--- config.mk ---
export PLATFORM = sky130hd
export DESIGN_NAME = turtle_pen_bitmap_plotter_flat
export DESIGN_NICKNAME = d
export VERILOG_FILES = /design/src/rtl/core/tpbp_pkg.sv /design/src/rtl/core/tpbp_if.sv /design/src/rtl/core/tpbp_ctrl.sv /design/src/rtl/core/tpbp_datapath.sv /design/src/rtl/core/turtle_pen_bitmap_plotter.sv /design/src/flat_wrapper.sv
export SDC_FILE = /design/constraint.sdc
export NUM_CORES = 2
export LEC_CHECK = 0
export BUFFER_PORTS_ARGS = -buffer_cell sky130_fd_sc_hd__buf_2
export CORE_MARGIN = 2
export CORE_UTILIZATION = 45
export DETAILED_ROUTE_END_ITERATION = 10
export PLACE_DENSITY_LB_ADDON = 0.15
export SLEW_MARGIN = 15
export SYNTH_ARGS = -nofsm -noshare
export SYNTH_HDL_FRONTEND = slang
export SYNTH_SLANG_ARGS = --single-unit
--- constraint.sdc ---
create_clock -name clk -period 5.5 [get_ports clk]
set_input_delay 1.1 -clock clk [delete_from_list [all_inputs] [get_ports clk]]
set_output_delay 1.1 -clock clk [all_outputs]
set_load 0.01 [all_outputs]
--- src/rtl/core/tpbp_pkg.sv ---
// ----------------------------------------------------------------------------
// tpbp_pkg
// shared constants, codes and controller/datapath link types for the plotter
// ----------------------------------------------------------------------------
package tpbp_pkg;

	// grid geometry
	localparam int GRID_SIZE = 64;
	localparam int MEM_ROWS  = 64;   // bitmap storage depth, one row per entry
	localparam int POS_W     = 6;
	localparam int ROW_W     = 64;
	localparam logic [POS_W-1:0] LAST_POS = POS_W'(GRID_SIZE - 1);

	// command codes
	localparam logic [2:0] CMD_PEN_UP     = 3'd0;
	localparam logic [2:0] CMD_PEN_DOWN   = 3'd1;
	localparam logic [2:0] CMD_TURN_RIGHT = 3'd2;
	localparam logic [2:0] CMD_TURN_LEFT  = 3'd3;
	localparam logic [2:0] CMD_FORWARD    = 3'd4;
	localparam logic [2:0] CMD_READ_ROW   = 3'd5;

	// heading codes
	localparam logic [1:0] HEAD_EAST  = 2'd0;
	localparam logic [1:0] HEAD_NORTH = 2'd1;
	localparam logic [1:0] HEAD_WEST  = 2'd2;
	localparam logic [1:0] HEAD_SOUTH = 2'd3;

	localparam logic [1:0] TURN_RIGHT_INC = 2'd3;
	localparam logic [1:0] TURN_LEFT_INC  = 2'd1;

	typedef enum logic [2:0] {
		ST_IDLE,
		ST_DISPATCH,
		ST_STEP,
		ST_PAINT,
		ST_FINISH
	} state_t;

	// controller to datapath
	typedef struct packed {
		logic load;     // latch the incoming command
		logic apply;    // pen and heading update
		logic step;     // take one forward step
		logic block;    // step refused at the border
		logic paint;    // write back the painted row
		logic finish;   // load the result register
	} ctl_t;

	// datapath to controller
	typedef struct packed {
		logic is_fwd;
		logic steps_zero;
		logic blocked;
		logic pen;
		logic last_step;
		logic cnt_zero;
		logic out_free;
	} stat_t;

endpackage

--- src/rtl/core/tpbp_if.sv ---
// ----------------------------------------------------------------------------
// tpbp channel interfaces
// valid/ready channels for plotter commands and results
// ----------------------------------------------------------------------------
interface tpbp_cmd_if;
	logic       valid;
	logic       ready;
	logic [2:0] command;
	logic [5:0] steps;
	logic [5:0] row_index;

	modport source (output valid, command, steps, row_index, input ready);
	modport sink (input valid, command, steps, row_index, output ready);
endinterface

interface tpbp_res_if;
	logic        valid;
	logic        ready;
	logic [63:0] row_bits;
	logic [5:0]  pos_row;
	logic [5:0]  pos_col;
	logic [1:0]  heading;
	logic        pen_is_down;
	logic        hit_edge;

	modport source (output valid, row_bits, pos_row, pos_col, heading, pen_is_down, hit_edge,
		input ready);
	modport sink (input valid, row_bits, pos_row, pos_col, heading, pen_is_down, hit_edge,
		output ready);
endinterface

--- src/rtl/core/tpbp_ctrl.sv ---
// ----------------------------------------------------------------------------
// tpbp_ctrl
// command sequencer: dispatch, step/paint loop and result hand-off
// ----------------------------------------------------------------------------
module tpbp_ctrl (
	input  logic            clk,
	input  logic            arst_n,
	input  logic            in_valid,
	output logic            in_ready,
	input  tpbp_pkg::stat_t stat,
	output tpbp_pkg::ctl_t  ctl
);

	tpbp_pkg::state_t state_q;
	tpbp_pkg::state_t state_d;

	always_ff @(posedge clk or negedge arst_n) begin
		if (!arst_n) begin
			state_q <= tpbp_pkg::ST_IDLE;
		end else begin
			state_q <= state_d;
		end
	end

	always_comb begin
		state_d  = state_q;
		ctl      = '0;
		in_ready = 1'b0;
		case (state_q)
			tpbp_pkg::ST_IDLE: begin
				in_ready = 1'b1;
				if (in_valid) begin
					ctl.load = 1'b1;
					state_d  = tpbp_pkg::ST_DISPATCH;
				end
			end
			tpbp_pkg::ST_DISPATCH: begin
				ctl.apply = 1'b1;
				if (stat.is_fwd && !stat.steps_zero) begin
					state_d = tpbp_pkg::ST_STEP;
				end else begin
					state_d = tpbp_pkg::ST_FINISH;
				end
			end
			tpbp_pkg::ST_STEP: begin
				if (stat.blocked) begin
					ctl.block = 1'b1;
					state_d   = tpbp_pkg::ST_FINISH;
				end else begin
					ctl.step = 1'b1;
					if (stat.pen) begin
						state_d = tpbp_pkg::ST_PAINT;
					end else if (stat.last_step) begin
						state_d = tpbp_pkg::ST_FINISH;
					end
				end
			end
			tpbp_pkg::ST_PAINT: begin
				ctl.paint = 1'b1;
				if (stat.cnt_zero) begin
					state_d = tpbp_pkg::ST_FINISH;
				end else begin
					state_d = tpbp_pkg::ST_STEP;
				end
			end
			tpbp_pkg::ST_FINISH: begin
				if (stat.out_free) begin
					ctl.finish = 1'b1;
					state_d    = tpbp_pkg::ST_IDLE;
				end
			end
			default: begin
				state_d = tpbp_pkg::ST_IDLE;
			end
		endcase
	end

endmodule

--- src/rtl/core/tpbp_datapath.sv ---
// ----------------------------------------------------------------------------
// tpbp_datapath
// turtle state, bitmap row memory and result register
// ----------------------------------------------------------------------------
module tpbp_datapath (
	input  logic            clk,
	input  logic            arst_n,
	input  tpbp_pkg::ctl_t  ctl,
	output tpbp_pkg::stat_t stat,
	input  logic [2:0]      in_command,
	input  logic [5:0]      in_steps,
	input  logic [5:0]      in_row_index,
	output logic            out_valid,
	input  logic            out_ready,
	output logic [63:0]     out_row_bits,
	output logic [5:0]      out_pos_row,
	output logic [5:0]      out_pos_col,
	output logic [1:0]      out_heading,
	output logic            out_pen_is_down,
	output logic            out_hit_edge
);

	// latched command
	logic [2:0]                   cmd_q;
	logic [tpbp_pkg::POS_W-1:0]   cnt_q;
	logic [tpbp_pkg::POS_W-1:0]   ridx_q;
	logic                         hit_q;

	// turtle state
	logic [tpbp_pkg::POS_W-1:0]   row_q;
	logic [tpbp_pkg::POS_W-1:0]   col_q;
	logic [1:0]                   head_q;
	logic                         pen_q;

	// bitmap storage
	logic [tpbp_pkg::ROW_W-1:0]   mem [tpbp_pkg::MEM_ROWS];
	logic [tpbp_pkg::MEM_ROWS-1:0] row_valid_q;
	logic [tpbp_pkg::ROW_W-1:0]   rdata_q;
	logic                         rvalid_q;
	logic [tpbp_pkg::POS_W-1:0]   rd_addr;
	logic [tpbp_pkg::ROW_W-1:0]   wdata;

	// next position
	logic [tpbp_pkg::POS_W-1:0]   nxt_row;
	logic [tpbp_pkg::POS_W-1:0]   nxt_col;
	logic                         blocked;

	logic                         out_valid_q;
	logic                         out_free;
	logic                         in_range;
	logic [tpbp_pkg::ROW_W-1:0]   read_bits;

	always_comb begin
		nxt_row = row_q;
		nxt_col = col_q;
		blocked = 1'b0;
		case (head_q)
			tpbp_pkg::HEAD_EAST: begin
				blocked = (col_q >= tpbp_pkg::LAST_POS);
				nxt_col = col_q + 6'd1;
			end
			tpbp_pkg::HEAD_NORTH: begin
				blocked = (row_q == '0);
				nxt_row = row_q - 6'd1;
			end
			tpbp_pkg::HEAD_WEST: begin
				blocked = (col_q == '0);
				nxt_col = col_q - 6'd1;
			end
			default: begin
				blocked = (row_q >= tpbp_pkg::LAST_POS);
				nxt_row = row_q + 6'd1;
			end
		endcase
	end

	assign out_free = !out_valid_q || out_ready;

	always_comb begin
		stat.is_fwd     = (cmd_q == tpbp_pkg::CMD_FORWARD);
		stat.steps_zero = (cnt_q == '0);
		stat.blocked    = blocked;
		stat.pen        = pen_q;
		stat.last_step  = (cnt_q == 6'd1);
		stat.cnt_zero   = (cnt_q == '0);
		stat.out_free   = out_free;
	end

	// a step reads the row it enters, otherwise the row asked for by a read
	assign rd_addr = ctl.step ? nxt_row : ridx_q;
	assign wdata   = (rvalid_q ? rdata_q : '0) | (64'd1 << col_q);

	always_ff @(posedge clk) begin
		if (ctl.paint) begin
			mem[row_q] <= wdata;
		end
		rdata_q <= mem[rd_addr];
	end

	always_ff @(posedge clk or negedge arst_n) begin
		if (!arst_n) begin
			row_valid_q <= '0;
			rvalid_q    <= 1'b0;
			row_q       <= '0;
			col_q       <= '0;
			head_q      <= tpbp_pkg::HEAD_EAST;
			pen_q       <= 1'b0;
			cmd_q       <= tpbp_pkg::CMD_PEN_UP;
			cnt_q       <= '0;
			ridx_q      <= '0;
			hit_q       <= 1'b0;
			out_valid_q <= 1'b0;
		end else begin
			rvalid_q <= row_valid_q[rd_addr];
			if (ctl.paint) begin
				row_valid_q[row_q] <= 1'b1;
			end
			if (ctl.load) begin
				cmd_q  <= in_command;
				cnt_q  <= in_steps;
				ridx_q <= in_row_index;
				hit_q  <= 1'b0;
			end
			if (ctl.apply) begin
				case (cmd_q)
					tpbp_pkg::CMD_PEN_UP:     pen_q  <= 1'b0;
					tpbp_pkg::CMD_PEN_DOWN:   pen_q  <= 1'b1;
					tpbp_pkg::CMD_TURN_RIGHT: head_q <= head_q + tpbp_pkg::TURN_RIGHT_INC;
					tpbp_pkg::CMD_TURN_LEFT:  head_q <= head_q + tpbp_pkg::TURN_LEFT_INC;
					default: ;
				endcase
			end
			if (ctl.step) begin
				row_q <= nxt_row;
				col_q <= nxt_col;
				cnt_q <= cnt_q - 6'd1;
			end
			if (ctl.block) begin
				hit_q <= 1'b1;
			end
			if (ctl.finish) begin
				out_valid_q <= 1'b1;
			end else if (out_ready) begin
				out_valid_q <= 1'b0;
			end
		end
	end

	assign in_range  = ({1'b0, ridx_q} < 7'(tpbp_pkg::GRID_SIZE));
	assign read_bits = (cmd_q == tpbp_pkg::CMD_READ_ROW && in_range && rvalid_q) ?
		rdata_q : '0;

	// result payload
	always_ff @(posedge clk) begin
		if (ctl.finish) begin
			out_row_bits    <= read_bits;
			out_pos_row     <= row_q;
			out_pos_col     <= col_q;
			out_heading     <= head_q;
			out_pen_is_down <= pen_q;
			out_hit_edge    <= hit_q;
		end
	end

	assign out_valid = out_valid_q;

endmodule

--- src/rtl/core/turtle_pen_bitmap_plotter.sv ---
// ----------------------------------------------------------------------------
// turtle_pen_bitmap_plotter
// turtle plotter over a 64 by 64 one-bit bitmap with a row read-back command
// ----------------------------------------------------------------------------
// A command is taken on the cmd channel when the plotter is idle and gives
// exactly one result on res. Pen up, pen down, turns, read row and unused
// codes pass from dispatch straight to finish. A forward move runs a step
// state for each step, each followed by a paint state when the pen is down,
// and ends early if the border stops it; each painted step is a
// read-modify-write of one row through the bitmap memory, which has one
// read and one write port. The bitmap holds one valid flag per row, cleared
// by reset, so no clearing pass is needed after reset. A new command is
// taken while the previous result still waits in the output register.
module turtle_pen_bitmap_plotter (
	input  logic        clk,
	input  logic        arst_n,
	tpbp_cmd_if.sink    cmd,
	tpbp_res_if.source  res
);

	// controller/datapath link
	tpbp_pkg::ctl_t  ctl;
	tpbp_pkg::stat_t stat;

	// sequencer: decides which datapath operation runs each cycle
	tpbp_ctrl u_ctrl (
		.clk      (clk),
		.arst_n   (arst_n),
		.in_valid (cmd.valid),
		.in_ready (cmd.ready),
		.stat     (stat),
		.ctl      (ctl)
	);

	// turtle state, bitmap and result register
	tpbp_datapath u_datapath (
		.clk             (clk),
		.arst_n          (arst_n),
		.ctl             (ctl),
		.stat            (stat),
		.in_command      (cmd.command),
		.in_steps        (cmd.steps),
		.in_row_index    (cmd.row_index),
		.out_valid       (res.valid),
		.out_ready       (res.ready),
		.out_row_bits    (res.row_bits),
		.out_pos_row     (res.pos_row),
		.out_pos_col     (res.pos_col),
		.out_heading     (res.heading),
		.out_pen_is_down (res.pen_is_down),
		.out_hit_edge    (res.hit_edge)
	);

endmodule
--- src/flat_wrapper.sv ---
// flat-port wrapper written by rule: the top's interface ports become plain ports
module turtle_pen_bitmap_plotter_flat 
  (clk, arst_n, cmd_valid, cmd_command, cmd_steps, cmd_row_index, cmd_ready, res_valid, res_row_bits, res_pos_row, res_pos_col, res_heading, res_pen_is_down, res_hit_edge, res_ready);
  tpbp_cmd_if cmd_i ();
  tpbp_res_if res_i ();
  input  logic clk;
  input  logic arst_n;
  input wire logic [$bits(cmd_i.valid)-1:0] cmd_valid;
  input wire logic [$bits(cmd_i.command)-1:0] cmd_command;
  input wire logic [$bits(cmd_i.steps)-1:0] cmd_steps;
  input wire logic [$bits(cmd_i.row_index)-1:0] cmd_row_index;
  output wire logic [$bits(cmd_i.ready)-1:0] cmd_ready;
  output wire logic [$bits(res_i.valid)-1:0] res_valid;
  output wire logic [$bits(res_i.row_bits)-1:0] res_row_bits;
  output wire logic [$bits(res_i.pos_row)-1:0] res_pos_row;
  output wire logic [$bits(res_i.pos_col)-1:0] res_pos_col;
  output wire logic [$bits(res_i.heading)-1:0] res_heading;
  output wire logic [$bits(res_i.pen_is_down)-1:0] res_pen_is_down;
  output wire logic [$bits(res_i.hit_edge)-1:0] res_hit_edge;
  input wire logic [$bits(res_i.ready)-1:0] res_ready;
  assign cmd_i.valid = cmd_valid;
  assign cmd_i.command = cmd_command;
  assign cmd_i.steps = cmd_steps;
  assign cmd_i.row_index = cmd_row_index;
  assign cmd_ready = cmd_i.ready;
  assign res_valid = res_i.valid;
  assign res_row_bits = res_i.row_bits;
  assign res_pos_row = res_i.pos_row;
  assign res_pos_col = res_i.pos_col;
  assign res_heading = res_i.heading;
  assign res_pen_is_down = res_i.pen_is_down;
  assign res_hit_edge = res_i.hit_edge;
  assign res_i.ready = res_ready;
  turtle_pen_bitmap_plotter u_core (.clk(clk), .arst_n(arst_n), .cmd(cmd_i), .res(res_i));
endmodule
==> run metrics <==
clk_lat worst skew between 1000 and 1500 ps; post-synth cell types 60; largest family of logic cells by synthesized area compound AO/OA/AOI/OAI gates; XOR/XNOR Fraction of Synth Area less than 1%; sw power about 37 mW; Post-Syn Area ~170000 um2; NumNets Final between 10k and 15k; most frequent cells in the layout 4176 x edfxtp_1, 1803 x nand2_1, 1044 x mux2i_1, 531 x o22ai_1, 490 x a21oi_1; Max Slew Vio Count 0; CP arrival between 6000 and 7000 ps; Power Density 549 nW/um2; clk root buf clkbuf_16; Synth area leaders edfxtp_1 76%, mux2i_1 6.3%, nand2_1 4.1%; Startpoint Class flip-flop; first-pass GRT wire length 741000 um; largest net degree at the start of global routing between 100 and 150; Die ar. 374000 um2; Avg Cell Area, Syn about 16 um2; TritonCTS clock tree built; Synth Area in Compound Gates approximately 7%; Overall Global Routing Usage ~28%; Clock Skew around 90 ps; MaxCap Viol Count 0; worst path bufs/invs 2; Worst Path Max Fanout 27; clock slew at reported path FFs around 60 ps; top cell type's share of synthesized area 75.5%; Seq/Total Area, Yosys approximately 80%; fraction of registers with async set/reset between 2 and 2.5%; Synth Flop Type edfxtp_1; unrepaired setup endpoints after global routing false; Post-Synth Adder-Cell Area less than 1%; Clock Sinks 4340; DR pass1 iterations 6; Pleak approximately 68 nW; Die Y between 600 and 700 um; Switching Share between 30% and 40%; worst vdd ir between 0.0004 and 0.0005 V; Synth Area in Simple Gates 6.81%; setup TNS 0 ps; Rows ~220; CTS Buf Count around 450; post-synth top area cell edfxtp_1; initial antenna violation count 25; DRT Wirelength approximately 540000 um; area of the core around 370000 um2; worst path cell trace or4_4, o32a_1, o2111ai_2, mux2i_4, buf_12, buf_4, a21oi_1, a32oi_1, nand2_1, o21ai_0, or3_1; CTS H-Tree Depth 5; Worst Hold Class in -> async; FF+latch count, synth ~4.3k; synthesis-to-layout area growth 15.4%; Post-synth EDFFs 4176; gpl congestion around 0.86; Slew Limit Headroom a little under a fifth; Die X-Extent just over 600 um; io pins 101; mux cell area share after synthesis 6.35%; crit end category flip-flop; global route overflow 0; worst slew pin tran ~1200 ps; post-DP HPWL between 200000 and 300000 um; Comb pwr share 33.4%; commonest non-fill, non-tap cell in the layout edfxtp_1; initial drt markers 14.3k; status finished clean; Hold Violations, Final 0; Crit path required time 6410 ps; cell family with most CP delay compound AO/OA/AOI/OAI gates; CP Class reg -> reg; final setup vio count 0; Final Power 105 mW; hold_buf cts 0; Post-Syn Nets roughly 11k; via count roughly 100k; clock buffer depth 4; Initial Util 45.1%; wire per inst between 30 and 40 um; Mapped Cells between 10k and 15k; slowest stage delay, CP 960 ps; clock power share between 20% and 30%; Post-CTS Resized 0; postcts setup bufs 0; slowest CP cell mux2i_4; layout cell share with drive strength beyond 1 between 10 and 15%; Post-route DRC 0; post-DR vias/cell around 6.2; fill count roughly 30k; sequential power share approximately 38%; vias in the first global route 95.9k; warnings from Yosys 0; fmax roughly 0.19 GHz; Final Critical Period 5270 ps; post-route antenna net violation count 0; Final Cycle Share ~96%; Internal roughly 68 mW; Port Buffer Count 100
-- layout make-up --
class | instances | area (um2) | area share, %
Antenna cell | 12 | 30.0 | 0.0157
Sequential cell | 4340 | 129000 | 67.4
Multi-Input combinational cell | 5652 | 35200 | 18.4
Clock inverter | 277 | 2760 | 1.44
Clock buffer | 560 | 12000 | 6.28
Inverter | 10 | 37.5 | 0.0196
Timing Repair Buffer | 571 | 6220 | 3.25
Tap cell | 4837 | 6050 | 3.16
-- logic make-up (layout without fill, tap and decap cells) --
group / after synthesis / after routing
adder cells (fa/ha/maj): 12 / 12
other: 0 / 12
multiplexers: 1053 / 1053
AND/OR/NAND/NOR: 2670 / 2670
XOR/XNOR: 15 / 15
flip-flops: 4340 / 4340
buffers and inverters: 680 / 1418
AO/OA/AOI/OAI: 1902 / 1902
-- worst paths after layout --
path / start / endpoint / slack [ps] / cells past startpoint
setup / recovery: u_core.u_datapath.col_q[2] / u_core.u_datapath.rdata_q[43] / 230 / 11
hold / removal: arst_n / u_core.u_datapath.out_valid / 230 / 1
setup reg to reg: u_core.u_datapath.col_q[2] / u_core.u_datapath.rdata_q[43] / 230 / 11
hold reg to reg: u_core.u_datapath.row_valid_q[19] / u_core.u_datapath.row_valid_q[19] / 460 / 1
max in group asynchronous: arst_n / u_core.u_datapath.row_valid_q[25] / 4160 / 2
min in group clk: cmd_row_index[4] / u_core.u_datapath.ridx_q[4] / 300 / 3
-- power by group through the flow --
stage	Sequential, mW	Combinational (mW)	Clock (mW)
after floorplan	40.2	21.5	0
after global placement	40.2	34.1	0
after detailed placement	40.2	34.7	0
after CTS	39.5	34.8	30.8
after global routing	39.5	37.4	32.1
final	39.5	35.2	30.5
-- per-layer routing --
layer | share of wire (%) | track usage (%)
met5 | 0.015 | 0
met4 | 4.0 | 10.3
met1 | 41 | 39.9
met3 | 9.3 | 4.89
met2 | 45 | 43.3
-- through the flow --
step	utilization, %	cell area [um2]	setup slack, ps	hold WS [ps]	std cells
after global placement	47.9	176000	470	438	15400
after floorplan	-	166000	1050	420	10700
final	52.1	192000	232	234	16300
after global routing	52.0	192000	150	258	16200
after CTS	52.0	191000	395	202	16200
after detailed placement	48.0	177000	430	449	15400
-- flip-flops by register name, summed over array words and instances (netlist names) --
name / cells
u_core.u_ctrl.state_q: 3
u_core.u_datapath.cmd_q: 3
u_core.u_datapath.cnt_q: 6
u_core.u_datapath.col_q: 6
u_core.u_datapath.head_q: 2
u_core.u_datapath.hit_q: 1
u_core.u_datapath.mem: 4096
u_core.u_datapath.out_heading: 2
u_core.u_datapath.out_hit_edge: 1
u_core.u_datapath.out_pen_is_down: 1
u_core.u_datapath.out_pos_col: 6
u_core.u_datapath.out_pos_row: 6
u_core.u_datapath.out_row_bits: 64
u_core.u_datapath.out_valid: 1
u_core.u_datapath.pen_q: 1
u_core.u_datapath.rdata_q: 64
u_core.u_datapath.ridx_q: 6
u_core.u_datapath.row_q: 6
u_core.u_datapath.row_valid_q: 64
u_core.u_datapath.rvalid_q: 1
-- synth_stat cells (2+ instances only) --
cell / instances
ha_1: 10
o21ai_1: 74
mux2i_1: 1048
o211ai_1: 2
a32oi_1: 315
dfxtp_1: 64
nand2_1: 1805
nor2b_1: 5
o21ai_2: 2
inv_1: 10
a21oi_2: 2
a211oi_1: 3
xor2_1: 8
mux2_2: 4
and2_1: 4
nor3b_1: 3
edfxtp_1: 4176
fa_1: 2
a21o_1: 6
clkbuf_1: 314
nor2_1: 163
a22oi_1: 81
a221o_1: 2
nand4_1: 125
nand2b_1: 9
buf_4: 24
buf_2: 275
buf_6: 2
or2_2: 65
xnor2_1: 7
nand3_1: 399
a21oi_1: 490
o221a_2: 2
o22ai_1: 531
or3_1: 68
buf_1: 55
nor4_1: 4
and3_1: 2
nand3b_1: 6
o21ai_0: 379
nor3_1: 7
dfrtp_1: 100
a32o_1: 2
(Power assumes the default switching activity.)
